## config.mk

```make
export PLATFORM = sky130hd
export DESIGN_NAME = cell_automaton_3d_species_update_flat
export DESIGN_NICKNAME = d
export VERILOG_FILES = /design/src/sv/ca3d_pkg.sv /design/src/sv/ca3d_req_if.sv /design/src/sv/ca3d_rsp_if.sv /design/src/sv/ca3d_decode.sv /design/src/sv/ca3d_tally.sv /design/src/sv/ca3d_select.sv /design/src/sv/cell_automaton_3d_species_update.sv /design/src/flat_wrapper.sv
export SDC_FILE = /design/constraint.sdc
export NUM_CORES = 1
export LEC_CHECK = 0
export ABC_AREA = 1
export BUFFER_PORTS_ARGS = -buffer_cell sky130_fd_sc_hd__buf_4
export CAP_MARGIN = 10
export CORE_ASPECT_RATIO = 1.75
export CORE_MARGIN = 2
export CORE_UTILIZATION = 62
export CTS_CLUSTER_SIZE = 25
export DETAILED_ROUTE_END_ITERATION = 6
export PLACE_DENSITY = 0.81
export SETUP_SLACK_MARGIN = 0.05
export SYNTH_ARGS = -nofsm -noshare
export SYNTH_HDL_FRONTEND = slang
export SYNTH_SLANG_ARGS = --single-unit
```

## constraint.sdc

```tcl
create_clock -name clock -period 10.62 [get_ports clock]
set_clock_uncertainty 0.05 [all_clocks]
set_input_delay 1.062 -clock clock [delete_from_list [all_inputs] [get_ports clock]]
set_output_delay 1.062 -clock clock [all_outputs]
set_load 0.01 [all_outputs]
```

## src/sv/ca3d_pkg.sv

```systemverilog
// Package for the 3D multi-species life cell update: widths, constants,
// pipeline stage structs and register indices. No dependencies.
`default_nettype none
package ca3d_pkg;

   localparam int SPECIES      = 9;
   localparam int CELL_W       = 4;
   localparam int PLANE_CELLS  = 9;
   localparam int PLANE_W      = PLANE_CELLS * CELL_W;
   localparam int CELLS        = 3 * PLANE_CELLS;
   localparam int NEIGHBOURS   = CELLS - 1;
   localparam int CENTRE_CELL  = PLANE_CELLS + 4;
   localparam int COUNT_W      = 5;

   typedef logic [PLANE_W-1:0]    plane_type;
   typedef logic [CELL_W-1:0]     cell_type;
   typedef logic [COUNT_W-1:0]    count_type;
   typedef logic [NEIGHBOURS-1:0] nvec_type;
   typedef logic [1:0]            csr_index_type;

   localparam csr_index_type CSR_SURVIVE_MIN = 2'd0;
   localparam csr_index_type CSR_SURVIVE_MAX = 2'd1;
   localparam csr_index_type CSR_BIRTH_MIN   = 2'd2;
   localparam csr_index_type CSR_BIRTH_MAX   = 2'd3;

   localparam count_type SURVIVE_MIN_RESET = 5'd5;
   localparam count_type SURVIVE_MAX_RESET = 5'd13;
   localparam count_type BIRTH_MIN_RESET   = 5'd7;
   localparam count_type BIRTH_MAX_RESET   = 5'd10;

   typedef struct packed {
      count_type survive_min;
      count_type survive_max;
      count_type birth_min;
      count_type birth_max;
   } cfg_type;

   typedef struct packed {
      logic                       bad;
      cell_type                   centre;
      nvec_type                   live;
      logic [SPECIES:1][NEIGHBOURS-1:0] match;
   } dec_type;

   typedef struct packed {
      logic                     bad;
      cell_type                 centre;
      count_type                live_cnt;
      logic [SPECIES:1][COUNT_W-1:0] tally;
   } tally_type;

endpackage
`default_nettype wire

```

## src/sv/ca3d_req_if.sv

```systemverilog
// Request channel: valid/ready handshake carrying the three cell planes.
// Depends on ca3d_pkg.
`default_nettype none
interface ca3d_req_if;
   logic                valid;
   logic                ready;
   ca3d_pkg::plane_type plane_before;
   ca3d_pkg::plane_type plane_middle;
   ca3d_pkg::plane_type plane_after;

   modport source (output valid, plane_before, plane_middle, plane_after, input ready);
   modport sink   (input valid, plane_before, plane_middle, plane_after, output ready);
endinterface
`default_nettype wire

```

## src/sv/ca3d_rsp_if.sv

```systemverilog
// Response channel: valid/ready handshake carrying the next cell value.
// Depends on ca3d_pkg.
`default_nettype none
interface ca3d_rsp_if;
   logic               valid;
   logic               ready;
   ca3d_pkg::cell_type next_cell;
   logic               bad_input;

   modport source (output valid, next_cell, bad_input, input ready);
   modport sink   (input valid, next_cell, bad_input, output ready);
endinterface
`default_nettype wire

```

## src/sv/ca3d_decode.sv

```systemverilog
// Stage 1: decode the 27 cells into live and per-species match vectors.
// Depends on ca3d_pkg.
`default_nettype none
module ca3d_decode (
   input  wire logic                clock,
   input  wire logic                reset,
   input  wire logic                in_valid,
   output logic                     in_ready,
   input  wire ca3d_pkg::plane_type plane_before,
   input  wire ca3d_pkg::plane_type plane_middle,
   input  wire ca3d_pkg::plane_type plane_after,
   output logic                     out_valid,
   input  wire logic                out_ready,
   output ca3d_pkg::dec_type        out_data
);
   import ca3d_pkg::*;

   logic [CELLS*CELL_W-1:0] cells;
   dec_type                 dec_in;
   dec_type                 dec_ff;
   logic                    valid_ff;

   assign cells = {plane_after, plane_middle, plane_before};

   always_comb begin
      cell_type c;
      int       k;
      dec_in = '0;
      for (int i = 0; i < CELLS; i++) begin
         if (cells[i*CELL_W +: CELL_W] > cell_type'(SPECIES)) begin
            dec_in.bad = 1'b1;
         end
      end
      dec_in.centre = cells[CENTRE_CELL*CELL_W +: CELL_W];
      for (int n = 0; n < NEIGHBOURS; n++) begin
         k = (n < CENTRE_CELL) ? n : n + 1;
         c = cells[k*CELL_W +: CELL_W];
         dec_in.live[n] = (c != '0);
         for (int s = 1; s <= SPECIES; s++) begin
            dec_in.match[s][n] = (c == cell_type'(s));
         end
      end
   end

   assign in_ready = !valid_ff || out_ready;

   always_ff @(posedge clock) begin
      if (reset) begin
         valid_ff <= 1'b0;
      end else if (in_ready) begin
         valid_ff <= in_valid;
      end
      if (in_ready && in_valid) begin
         dec_ff <= dec_in;
      end
   end

   assign out_valid = valid_ff;
   assign out_data  = dec_ff;
endmodule
`default_nettype wire

```

## src/sv/ca3d_tally.sv

```systemverilog
// Stage 2: count live neighbours and tally each species.
// Depends on ca3d_pkg.
`default_nettype none
module ca3d_tally (
   input  wire logic              clock,
   input  wire logic              reset,
   input  wire logic              in_valid,
   output logic                   in_ready,
   input  wire ca3d_pkg::dec_type in_data,
   output logic                   out_valid,
   input  wire logic              out_ready,
   output ca3d_pkg::tally_type    out_data
);
   import ca3d_pkg::*;

   tally_type tally_in;
   tally_type tally_ff;
   logic      valid_ff;

   always_comb begin
      tally_in.bad      = in_data.bad;
      tally_in.centre   = in_data.centre;
      tally_in.live_cnt = count_type'($countones(in_data.live));
      for (int s = 1; s <= SPECIES; s++) begin
         tally_in.tally[s] = count_type'($countones(in_data.match[s]));
      end
   end

   assign in_ready = !valid_ff || out_ready;

   always_ff @(posedge clock) begin
      if (reset) begin
         valid_ff <= 1'b0;
      end else if (in_ready) begin
         valid_ff <= in_valid;
      end
      if (in_ready && in_valid) begin
         tally_ff <= tally_in;
      end
   end

   assign out_valid = valid_ff;
   assign out_data  = tally_ff;
endmodule
`default_nettype wire

```

## src/sv/ca3d_select.sv

```systemverilog
// Stage 3: range checks, majority species and the output register.
// Depends on ca3d_pkg.
`default_nettype none
module ca3d_select (
   input  wire logic                clock,
   input  wire logic                reset,
   input  wire ca3d_pkg::cfg_type   cfg,
   input  wire logic                in_valid,
   output logic                     in_ready,
   input  wire ca3d_pkg::tally_type in_data,
   output logic                     out_valid,
   input  wire logic                out_ready,
   output ca3d_pkg::cell_type       next_cell,
   output logic                     bad_input
);
   import ca3d_pkg::*;

   cell_type next_in;
   cell_type next_ff;
   logic     bad_ff;
   logic     valid_ff;

   always_comb begin
      cell_type  best;
      count_type best_cnt;
      logic      survive;
      logic      birth;
      best     = cell_type'(1);
      best_cnt = in_data.tally[1];
      for (int s = 2; s <= SPECIES; s++) begin
         if (in_data.tally[s] > best_cnt) begin
            best     = cell_type'(s);
            best_cnt = in_data.tally[s];
         end
      end
      survive = (in_data.live_cnt >= cfg.survive_min) && (in_data.live_cnt <= cfg.survive_max);
      birth   = (in_data.live_cnt >= cfg.birth_min) && (in_data.live_cnt <= cfg.birth_max);
      next_in = '0;
      if (!in_data.bad) begin
         if (in_data.centre != '0) begin
            if (survive) begin
               next_in = in_data.centre;
            end
         end else if (birth) begin
            next_in = best;
         end
      end
   end

   assign in_ready = !valid_ff || out_ready;

   always_ff @(posedge clock) begin
      if (reset) begin
         valid_ff <= 1'b0;
      end else if (in_ready) begin
         valid_ff <= in_valid;
      end
      if (in_ready && in_valid) begin
         next_ff <= next_in;
         bad_ff  <= in_data.bad;
      end
   end

   assign out_valid = valid_ff;
   assign next_cell = next_ff;
   assign bad_input = bad_ff;

   a_bad_gives_dead: assert property (@(posedge clock) disable iff (reset)
      valid_ff && bad_ff |-> next_ff == '0)
      else $error("bad transaction produced a live cell");

   a_species_range: assert property (@(posedge clock) disable iff (reset)
      valid_ff |-> next_ff <= cell_type'(SPECIES))
      else $error("next cell outside species range");

   a_stall_blocks: assert property (@(posedge clock) disable iff (reset)
      valid_ff && !out_ready |-> !in_ready)
      else $error("stage accepts while output stalled");

   a_load_on_accept: assert property (@(posedge clock) disable iff (reset)
      in_valid && in_ready |=> valid_ff && bad_ff == $past(in_data.bad))
      else $error("output register missed a transaction");
endmodule
`default_nettype wire

```

## src/sv/cell_automaton_3d_species_update.sv

```systemverilog
// Top level of the 3D multi-species life cell update: configuration
// registers and three pipeline stages. Depends on ca3d_pkg, ca3d_req_if,
// ca3d_rsp_if, ca3d_decode, ca3d_tally and ca3d_select.
//
//   channel   direction  payload
//   req_chan  in         plane_before, plane_middle, plane_after (36 b each)
//   rsp_chan  out        next_cell (4 b), bad_input (1 b)
//   csr_*     in         csr_wr_en, csr_index (2 b), csr_data (5 b)
//
// Three register stages (decode, tally, select); one transaction per cycle
// sustained while rsp_chan.ready stays high.
// Each stage holds its data while the next is full and stalled, so a
// stalled response backs pressure up to req_chan.ready without loss.
// Synchronous reset clears the stage valid bits and loads the default
// survive and birth ranges.
`default_nettype none
module cell_automaton_3d_species_update (
   input  wire logic                    clock,
   input  wire logic                    reset,
   ca3d_req_if.sink                     req_chan,
   ca3d_rsp_if.source                   rsp_chan,
   input  wire logic                    csr_wr_en,
   input  wire ca3d_pkg::csr_index_type csr_index,
   input  wire ca3d_pkg::count_type     csr_data
);
   import ca3d_pkg::*;

   cfg_type   cfg_ff;
   dec_type   dec_data;
   tally_type tally_data;
   logic      dec_valid;
   logic      dec_ready;
   logic      tally_valid;
   logic      tally_ready;

   always_ff @(posedge clock) begin
      if (reset) begin
         cfg_ff.survive_min <= SURVIVE_MIN_RESET;
         cfg_ff.survive_max <= SURVIVE_MAX_RESET;
         cfg_ff.birth_min   <= BIRTH_MIN_RESET;
         cfg_ff.birth_max   <= BIRTH_MAX_RESET;
      end else if (csr_wr_en) begin
         unique case (csr_index)
            CSR_SURVIVE_MIN: cfg_ff.survive_min <= csr_data;
            CSR_SURVIVE_MAX: cfg_ff.survive_max <= csr_data;
            CSR_BIRTH_MIN:   cfg_ff.birth_min   <= csr_data;
            CSR_BIRTH_MAX:   cfg_ff.birth_max   <= csr_data;
            default:         cfg_ff             <= cfg_ff;
         endcase
      end
   end

   ca3d_decode u_decode (
      .clock        (clock),
      .reset        (reset),
      .in_valid     (req_chan.valid),
      .in_ready     (req_chan.ready),
      .plane_before (req_chan.plane_before),
      .plane_middle (req_chan.plane_middle),
      .plane_after  (req_chan.plane_after),
      .out_valid    (dec_valid),
      .out_ready    (dec_ready),
      .out_data     (dec_data)
   );

   ca3d_tally u_tally (
      .clock     (clock),
      .reset     (reset),
      .in_valid  (dec_valid),
      .in_ready  (dec_ready),
      .in_data   (dec_data),
      .out_valid (tally_valid),
      .out_ready (tally_ready),
      .out_data  (tally_data)
   );

   ca3d_select u_select (
      .clock     (clock),
      .reset     (reset),
      .cfg       (cfg_ff),
      .in_valid  (tally_valid),
      .in_ready  (tally_ready),
      .in_data   (tally_data),
      .out_valid (rsp_chan.valid),
      .out_ready (rsp_chan.ready),
      .next_cell (rsp_chan.next_cell),
      .bad_input (rsp_chan.bad_input)
   );
endmodule
`default_nettype wire

```

## src/flat_wrapper.sv

```systemverilog
// flat-port wrapper written by rule: the top's interface ports become plain ports
module cell_automaton_3d_species_update_flat import ca3d_pkg::*;
  (clock, reset, csr_wr_en, csr_index, csr_data, req_chan_valid, req_chan_plane_before, req_chan_plane_middle, req_chan_plane_after, req_chan_ready, rsp_chan_valid, rsp_chan_next_cell, rsp_chan_bad_input, rsp_chan_ready);
  ca3d_req_if req_chan_i ();
  ca3d_rsp_if rsp_chan_i ();
  input  wire logic clock;
  input  wire logic reset;
  input  wire logic csr_wr_en;
  input  wire ca3d_pkg::csr_index_type csr_index;
  input  wire ca3d_pkg::count_type csr_data;
  input wire logic [$bits(req_chan_i.valid)-1:0] req_chan_valid;
  input wire logic [$bits(req_chan_i.plane_before)-1:0] req_chan_plane_before;
  input wire logic [$bits(req_chan_i.plane_middle)-1:0] req_chan_plane_middle;
  input wire logic [$bits(req_chan_i.plane_after)-1:0] req_chan_plane_after;
  output wire logic [$bits(req_chan_i.ready)-1:0] req_chan_ready;
  output wire logic [$bits(rsp_chan_i.valid)-1:0] rsp_chan_valid;
  output wire logic [$bits(rsp_chan_i.next_cell)-1:0] rsp_chan_next_cell;
  output wire logic [$bits(rsp_chan_i.bad_input)-1:0] rsp_chan_bad_input;
  input wire logic [$bits(rsp_chan_i.ready)-1:0] rsp_chan_ready;
  assign req_chan_i.valid = req_chan_valid;
  assign req_chan_i.plane_before = req_chan_plane_before;
  assign req_chan_i.plane_middle = req_chan_plane_middle;
  assign req_chan_i.plane_after = req_chan_plane_after;
  assign req_chan_ready = req_chan_i.ready;
  assign rsp_chan_valid = rsp_chan_i.valid;
  assign rsp_chan_next_cell = rsp_chan_i.next_cell;
  assign rsp_chan_bad_input = rsp_chan_i.bad_input;
  assign rsp_chan_i.ready = rsp_chan_ready;
  cell_automaton_3d_species_update u_core (.clock(clock), .reset(reset), .req_chan(req_chan_i), .rsp_chan(rsp_chan_i), .csr_wr_en(csr_wr_en), .csr_index(csr_index), .csr_data(csr_data));
endmodule
```

Word level (Yosys, flattened, before mapping)
Index checks and enable logic that the tools add are counted.

Word-level logic and storage cells: 622. Flip-flop bits (word level): 348.

Add/subtract/negate cells: 250. Reductions and logical operators: 44. Equal/unequal tests: 237. Magnitude comparators: 39. Multiplexer cells: 19.

Operator list (number): 4-bit by 3-bit equality test with 1-bit output, second input constant (104); 1-bit by 1-bit adder with 2-bit output (130); 4-bit by 2-bit equality test with 1-bit output, second input constant (52); 4-bit equality test, second input constant (52); 2-bit by 2-bit adder with 3-bit output (60); 3-bit by 3-bit adder with 4-bit output (29); 4-bit greater-than comparator, second input constant (27); 4-bit nonzero test (27); 4-bit by 1-bit equality test with 1-bit output, second input constant (26); 4-bit by 2-bit adder with 5-bit output (10); 5-bit adder (10); 4-bit by 4-bit adder with 5-bit output (9); 5-bit greater-than comparator (8); 4-bit two-way mux (10); 5-bit two-way mux (7); 26-bit OR reduction (1); 5-bit greater-or-equal comparator (2); 5-bit less-or-equal comparator (2); 2-bit AND reduction (4); 5-bit by 3-bit adder with 5-bit output (1); 5-bit by 4-bit adder with 5-bit output (1); 1-bit logical AND (5); 2-bit equality test, second input constant (2); 1-bit logical NOT (3); other kinds (5) (7).

Depth between registers and ports, before layout
Gate-level depths: netlist (run 1).

Depth in word-level cells: 18. Mapped depth: 74.

Modules after synthesis
A second synthesis (run 1) with hierarchy kept.

Cell total of the unflattened synthesis: 2235. Area, all modules: 22849.4 sq um.

By module, submodules not included: ca3d_decode (cells each 843, area an instance 10687.8 sq um, instances 1, sequential area each 7977.7 sq um); ca3d_tally (cells each 888, area an instance 8785.9 sq um, instances 1, sequential area each 1671.6 sq um); ca3d_select (cells each 389, area an instance 2493.6 sq um, instances 1, sequential area each 170.2 sq um); cell_automaton_3d_species_update (cells each 115, area an instance 882.1 sq um, instances 1, sequential area each 400.4 sq um).

Worst setup path after synthesis (run 1)
OpenSTA, ideal clock, no wires.

Path kind: flip-flop to flip-flop. Start: reg u_core.u_tally.tally_ff, in the netlist u_core.u_tally.out_data[9]. End: reg u_core.u_select.next_ff[1] (netlist: u_core.u_select.next_cell[1]), data pin. Arrival: 8534 ps. Library setup time: 146 ps. Cell stages (with the launch flop): 70. Clock period less this slack: 8730 ps. Slack: 1890 ps. Path through: edfxtp_1 -> ha_1 -> nand2_2 -> nor2_4 -> nand2_2 -> nand3_4 -> nand2_4 -> nand2_2 -> nand2_1 -> ha_1 -> nand2_1 -> clkinv_2 -> nand4_1 -> nand3_2 -> nand2_4 -> buf_6 -> or2_2 -> nand2_1 -> [... 34 more ...] -> nand3_1 -> and2_1 -> ha_1 -> nand2_1 -> o311ai_1 -> inv_2 -> a21oi_2 -> inv_2 -> or2_2 -> nand2_1 -> ha_1 -> a21oi_1 -> o21ai_0 -> o22ai_1 -> nand2_1 -> inv_1 -> nand3_1 -> a21oi_1.

Cells in the longest elaborated chain, start to end: 18. Elaborated cells on any way between the ends: 25. Those cells by class: order compare (8); mux (17).

Ends and longest elaborated chain: from (decl) (line ca3d_tally.sv:17) `tally_type tally_ff;`; from (signal assigned) (line ca3d_tally.sv:38) `tally_ff <= tally_in;`; 5-bit greater-than comparator (line ca3d_select.sv:31) `if (in_data.tally[s] > best_cnt) begin`; 5-bit two-way mux (line ca3d_select.sv:31); 5-bit greater-than comparator (line ca3d_select.sv:31); 5-bit two-way mux (line ca3d_select.sv:31); 5-bit greater-than comparator (line ca3d_select.sv:31); 5-bit two-way mux (line ca3d_select.sv:31); 5-bit greater-than comparator (line ca3d_select.sv:31); 5-bit two-way mux (line ca3d_select.sv:31); [... 2 more ...]; 5-bit greater-than comparator (line ca3d_select.sv:31); 5-bit two-way mux (line ca3d_select.sv:31); 5-bit greater-than comparator (line ca3d_select.sv:31); 5-bit two-way mux (line ca3d_select.sv:31); 5-bit greater-than comparator (line ca3d_select.sv:31); 4-bit two-way mux (*) (line ca3d_select.sv:31); 4-bit two-way mux (*) (line ca3d_select.sv:44) `end else if (birth) begin`; 4-bit two-way mux (*) (line ca3d_select.sv:40) `if (in_data.centre != '0) begin`; to (signal assigned) (line ca3d_select.sv:59) `next_ff <= next_in;`; to (decl) (line ca3d_select.sv:19) `cell_type next_ff;`.

Mark *: on every way between the ends. The rest lies on a longest branch, timed or not. A chain may end at the register's enable or synchronous reset.

Final worst setup path (run 1)
Ends and elaborated chain as after synthesis.

==> results.md, run 1 <==
- Vias in the first global route: 15,400
- Post-synthesis sequential area ratio: 0.474
- Clock root buffer: clkbuf_16
- CP most frequent cell: nand2_1
- Max clock buf depth: 3
- Fin. max-slew vios: 0
- Detail Route Antenna Nets: 0
- Count of final hold-check violations: 0
- Avg Inst Size Synth: 10.9 um^2
- # DRC: 0
- Final Setup Violations: 0
- GRT overflow: 0
- Simple-Gate Fraction of Synth Area: 0.140
- CP max-delay cell: edfxtp_1
- Clock-pin slew on the worst setup and hold paths: 0.07 ns
- Adder-Cell Fraction of Synth Area: 0.256
- Hold Startpoint: u_core.u_decode.out_data[264]
- Cell Rows: 90
- Element type at the critical path end: flop
- DIE AREA: 36,300 um^2
- Mux share of post-synthesis cell area: 0
- TritonCTS clock tree: yes
- Setup CP Type: reg -> reg
- Xor/xnor share of the synthesized area: 0.0122
- Synth Area in Compound Gates: 0.0326
- Final setup TNS: 0 ns
- Starting Density: 0.628
- Max_slew headroom: 0.300
- Clk_lat worst skew: 0.53 ns
- Mapped Cells: 1,986
- Post-CTS Setup Inserts: 0
- Core area: 34,300 um^2
- Cts bufs inserted: 35
- Netlist Area Pre-Place: 21,600 um^2
- Buffers added on ports: 126
- CP top delay family: simple AND/OR/NAND/NOR gates
- Worst slew pin tran: 1.05 ns
- Area delta synth->final: 12.6%
- Die Y: 251 um
- RSZ-0062 raised after global routing: false
- Status: finished clean
- R2R Path Start: u_core.u_tally.out_data[9]
- TritonRoute pass-1 iters: 5
- Final worst path period share: 0.905
- Largest net degree at the start of global routing: 148
- # fillers: 2,414
- WP data required: 10.95 ns
- Die W: 145 um
- CP startpoint: u_core.u_tally.out_data[9]
- Post-route minimum period: 9.61 ns
- DR vias/cell: 5.43
- Post-Route WL: 53,900 um
- Syn. warnings: 0
- Reg area: 10,200 um^2
- Via count: 14,300
- RePlAce Congestion: 0.986
- Max incr delay on CP: 0.39 ns
- Max Cap Violations: 0
- # diodes: 0
- Critical path arrival: 9.94 ns
- Post-DP HPWL: 44,400 um
- First-pass GRT wire length: 82,400 um
- Final nets: 2,600
- Htree depth: 2
- Synthesized flop and latch total: 348
- WL/cell: 20.5 um
- Post-synth net total: 2,438
- Top-level I/O count: 127
- Clock Sink Count: 348
- Fmax: 104 MHz
- Worst Path Max Fanout: 13
- Area of the multi-input gates: 9510 um^2
- Drt first-iter violations: 1,003
- Buf/Inv on CP: 6
- Distinct cells, synth: 40
- Tot GR Track Use: 0.307
- Worst hold path class: reg -> reg
- Startpoint class of the critical path: flop
- Share of post-route cells with drive strength above 1: 0.120
- Main combinational cell family by area after synthesis: adder cells
- Initial antenna violation count: 0
placed cells by master, fill, tap and decap left out, types with 3 or more instances in the layout:
cell type  Yosys  routed
a21oi_1       57      57
buf_4          1     129
clkinv_1       0       5
a21oi_2        3       3
bufinv_16      0       5
xnor2_1        9       9
xor2_1        21      21
clkbuf_1       1       5
ha_1         151     151
clkbuf_16      0      37
nand2_4        3       4
nand4_1       10      10
nor3_1       110     110
clkinv_2       1       5
nand2_2        9      11
o21bai_1       3       3
o211ai_1       5       5
fa_1         181     181
or2_1          7       7
dfxtp_1       23      23
clkinv_4       0       3
edfxtp_1     325     325
inv_1        480     478
and2_1         9       9
nor2_1       194     194
o21ai_0       55      55
inv_2          3       4
or2_2         31      31
nand2_1      217     214
nand3_1       40      40
nand3_2       21      21
layout make-up:
cell class	instances	area share
sequential	348	0.421
clock buffer	42	0.0389
inverter	484	0.0752
multi-input combinational	1150	0.392
timing repair buffer	129	0.0399
clock inverter	19	0.00964
tap	460	0.0237
what timing repair did:
item,4_1_cts,5_1_grt
setup endpoints to repair,0,4
hold buffers,0,0
resized for setup,0,4
stage by stage:
step	instance area [um^2]	utilization	setup WS (ns)	instances	hold slack [ns]
after floorplan	21600	-	1.89	1986	0.350
after global placement	23100	0.672	1.12	2571	0.361
after detailed placement	23100	0.672	0.596	2571	0.364
after CTS	24300	0.706	0.555	2632	0.377
after global routing	24300	0.707	0.0254	2632	0.395
final	24300	0.707	1.01	2632	0.371
final timing paths:
path              slack, ns                           end  cells past startpoint
setup / recovery       1.01  u_core.u_select.next_cell[1]                     67
hold / removal         0.37   u_core.u_tally.out_data[54]                      0
setup reg to reg       1.01  u_core.u_select.next_cell[1]                     67
hold reg to reg        0.37   u_core.u_tally.out_data[54]                      0
logic make-up after synthesis:
kind of cell / Yosys count
buffers and inverters: 488
AOI/OAI and AO/OA: 130
and+or+nand+nor: 658
DFF: 348
adders and majority gates: 332
xor gates and xnor gates: 30
routing by layer:
metal	share of wire	GRT usage	up-vias
met5	0	0	-
met3	0.046	0.0339	189
met1	0.32	0.301	6910
met4	0.11	0.277	0
met2	0.52	0.564	523
li1	-	-	6677
cells in the mapped netlist:
cell | n | area, um^2
nand4_1 | 10 | 62.6
nand3_4 | 1 | 17.5
o21a_1 | 1 | 7.51
o21bai_1 | 3 | 22.5
or2_2 | 31 | 194
nand2_2 | 9 | 56.3
nand2_4 | 3 | 33.8
clkbuf_1 | 1 | 3.75
xnor2_1 | 9 | 78.8
nor2b_1 | 1 | 6.26
a21oi_1 | 57 | 285
buf_4 | 1 | 7.51
o21ai_1 | 1 | 5.00
and2_2 | 2 | 15.0
nor3_1 | 110 | 551
o22ai_1 | 1 | 6.26
buf_6 | 2 | 22.5
nor4_1 | 1 | 6.26
xor2_1 | 21 | 184
or4_1 | 1 | 7.51
fa_1 | 181 | 3620
o211ai_1 | 5 | 37.5
or2_1 | 7 | 43.8
o221ai_1 | 2 | 17.5
o21bai_2 | 1 | 11.3
ha_1 | 151 | 1890
nor2_4 | 1 | 11.3
dfxtp_1 | 23 | 460
o21ai_0 | 55 | 275
o311ai_1 | 1 | 8.76
nand3_1 | 40 | 200
nand2_1 | 217 | 815
inv_1 | 480 | 1800
nor2_1 | 194 | 728
nand3_2 | 21 | 210
inv_2 | 3 | 11.3
a21oi_2 | 3 | 26.3
and2_1 | 9 | 56.3
clkinv_2 | 1 | 5.00
edfxtp_1 | 325 | 9760
state kept, by name, summed over array words and instances (netlist names):
register                   flops
u_core.u_select.out_valid      1
u_core.cfg_ff                 20
u_core.u_tally.out_data       55
u_core.u_select.bad_input      1
u_core.u_decode.out_valid      1
u_core.u_select.next_cell      4
u_core.u_tally.out_valid       1
u_core.u_decode.out_data     265
worst reg2reg max path: cells and delay by family, from the launching register on:
| kind | cells | cell delay, ns |
|---|---|---|
| compound gates | 9 | 1.41 |
| fa+ha+maj | 8 | 2.28 |
| buf+inv | 6 | 0.52 |
| flops | 1 | 0.39 |
| simple gates | 44 | 4.85 |
Power of run 1 is left out: the tool's default activity adds up to more than one toggle a clock period on the data nets, which glitch-free logic cannot reach.
==> inputs of run 2 (changes only) <==
--- a/config.mk
+++ b/config.mk
@@ -10,10 +10,10 @@
 export CAP_MARGIN = 10
 export CORE_ASPECT_RATIO = 1.75
 export CORE_MARGIN = 2
-export CORE_UTILIZATION = 62
+export CORE_UTILIZATION = 67
 export CTS_CLUSTER_SIZE = 25
 export DETAILED_ROUTE_END_ITERATION = 6
-export PLACE_DENSITY = 0.81
+export PLACE_DENSITY = 0.87
 export SETUP_SLACK_MARGIN = 0.05
 export SYNTH_ARGS = -nofsm -noshare
 export SYNTH_HDL_FRONTEND = slang
==> constraint.sdc (replaced) <==
create_clock -name clock -period 11.75 [get_ports clock]
set_clock_uncertainty 0.05 [all_clocks]
set_input_delay 1.175 -clock clock [delete_from_list [all_inputs] [get_ports clock]]
set_output_delay 1.175 -clock clock [all_outputs]
set_load 0.01 [all_outputs]
==> run 2 against run 1 <==
Net effect: routed wire length increased by 4.8%; register-to-register slack improved by 0.58 ns; first-iteration DRC count is 14% higher; highest routed layer unchanged; global-route usage increased by 3.7 points; maximum frequency decreased by 5.4%; setup slack improved by 0.58 ns; critical path depth did not move; die area fell by 7.3%; critical path type unchanged.
==> results.md, run 2 (synthesis results as in run 1) <==
- First-pass GRT wire length: 84,400 um
- TritonRoute pass-1 iters: 7
- Hold_buf cts: 0
- Die W: 140 um
- Fin. max-slew vios: 0
- GRT overflow: 0
- DP Area: 23,000 um^2
- Worst Path Max Fanout: 13
- Starting Density: 0.682
- CP top delay family: simple AND/OR/NAND/NOR gates
- Top-level I/O count: 127
- Status: finished clean
- Area delta synth->final: 11.1%
- DIE AREA: 33,700 um^2
- Hold Startpoint: u_core.u_decode.out_data[263]
- Post-Route WL: 56,500 um
- Setup CP Type: reg -> reg
- WL/cell: 22.1 um
- Clock Sink Count: 348
- Max_slew headroom: 0.302
- Max clock buf depth: 3
- Max Cap Violations: 0
- R2R Path Start: u_core.u_tally.out_data[9]
- Commonest cells after routing, fill and taps aside: 478 x inv_1, 325 x edfxtp_1, 217 x nand2_1, 194 x nor2_1, 181 x fa_1
- Core area: 31,600 um^2
- Htree depth: 1
- Fmax: 98.3 MHz
- Clk_lat worst skew: 0.58 ns
- Cell Rows: 86
- Buffers added on ports: 126
- # diodes: 0
- Share of post-route cells with drive strength above 1: 0.115
- RSZ-0062 raised after global routing: false
- Drt first-iter violations: 1,142
- Design Area, Final: 24,000 um^2
- CP max-delay cell: edfxtp_1
- Clock root buffer: clkbuf_16
- Final Core Density: 0.757
- Largest net degree at the start of global routing: 169
- Vias in the first global route: 15,500
- Final worst path period share: 0.865
- Count of final hold-check violations: 0
- Worst hold path class: reg -> reg
- Final nets: 2,594
- Post-cts resize count: 0
- Die Y: 241 um
- Post-DP HPWL: 45,800 um
- DR vias/cell: 5.67
- Largest register FFs: 265
- # DRC: 0
- Commonest non-fill, non-tap cell in the layout: inv_1
- Max incr delay on CP: 0.40 ns
- Initial antenna violation count: 0
- Tot GR Track Use: 0.345
- CP most frequent cell: nand2_1
- TritonCTS clock tree: yes
- CP startpoint: u_core.u_tally.out_data[9]
- WP data required: 12.13 ns
- Startpoint class of the critical path: flop
- Worst slew pin tran: 1.05 ns
- RePlAce Congestion: 0.986
- Detail Route Antenna Nets: 0
- Critical path arrival: 10.55 ns
- Buf/Inv on CP: 7
- Final setup TNS: 0 ns
- Element type at the critical path end: flop
- Post-route minimum period: 10.17 ns
- Clock-pin slew on the worst setup and hold paths: 0.07 ns
- Post-CTS Setup Inserts: 0
- Via count: 14,500
- Cts bufs inserted: 30
- Final Setup Violations: 0
[run 2: cell types whose count changed in the layout (fill, tap and decap cells not counted)]
cell,change
inv_8,-1
nand2_2,-2
nand2_1,+3
clkinv_4,-2
bufinv_16,-4
clkbuf_16,-5
clkinvlp_4,+1
inv_4,+3
clkbuf_1,+2
clkbuf_8,+1
nand2_4,-1
buf_12,+1
buf_4,-2
[run 2: final timing paths]
| kind | end | slack [ns] | cells after the start |
|---|---|---|---|
| max | u_core.u_select.next_cell[2] | 1.58 | 67 |
| min | u_core.u_tally.out_data[53] | 0.37 | 0 |
| max reg2reg | u_core.u_select.next_cell[2] | 1.58 | 67 |
| min reg2reg | u_core.u_tally.out_data[53] | 0.37 | 0 |
[run 2: cell type report]
type	count	area, um^2
flip-flops and latches	348	10200
well taps	396	495
inverters	484	1830
repair buffers	128	973
clock inverters	16	111
fillers	2001	7680
clock buffers	40	841
multi-input cells	1150	9490
[run 2: per-stage QoR]
step / hold WS [ns] / setup slack, ns / cells
after floorplan: 0.350 / 3.02 / 1986
after global placement: 0.354 / 2.13 / 2506
after detailed placement: 0.355 / 1.71 / 2506
after CTS: 0.371 / 1.63 / 2562
after global routing: 0.383 / 0.493 / 2562
final: 0.370 / 1.58 / 2562
[run 2: worst register-to-register path, delay by kind of cell (launching register included)]
family          cells  cell delay, ns
simple gates       42            5.12
buf+inv             7            0.62
flops               1            0.40
fa+ha+maj           8            2.26
compound gates     10            1.55
[run 2: layer usage]
metal	GRT usage	vias up	share of wire
met5	0	-	0
met4	0.368	0	0.13
met3	0.0358	256	0.050
met2	0.611	650	0.51
met1	0.334	6959	0.31
li1	-	6670	-
Power of run 2 is left out for the same reason.
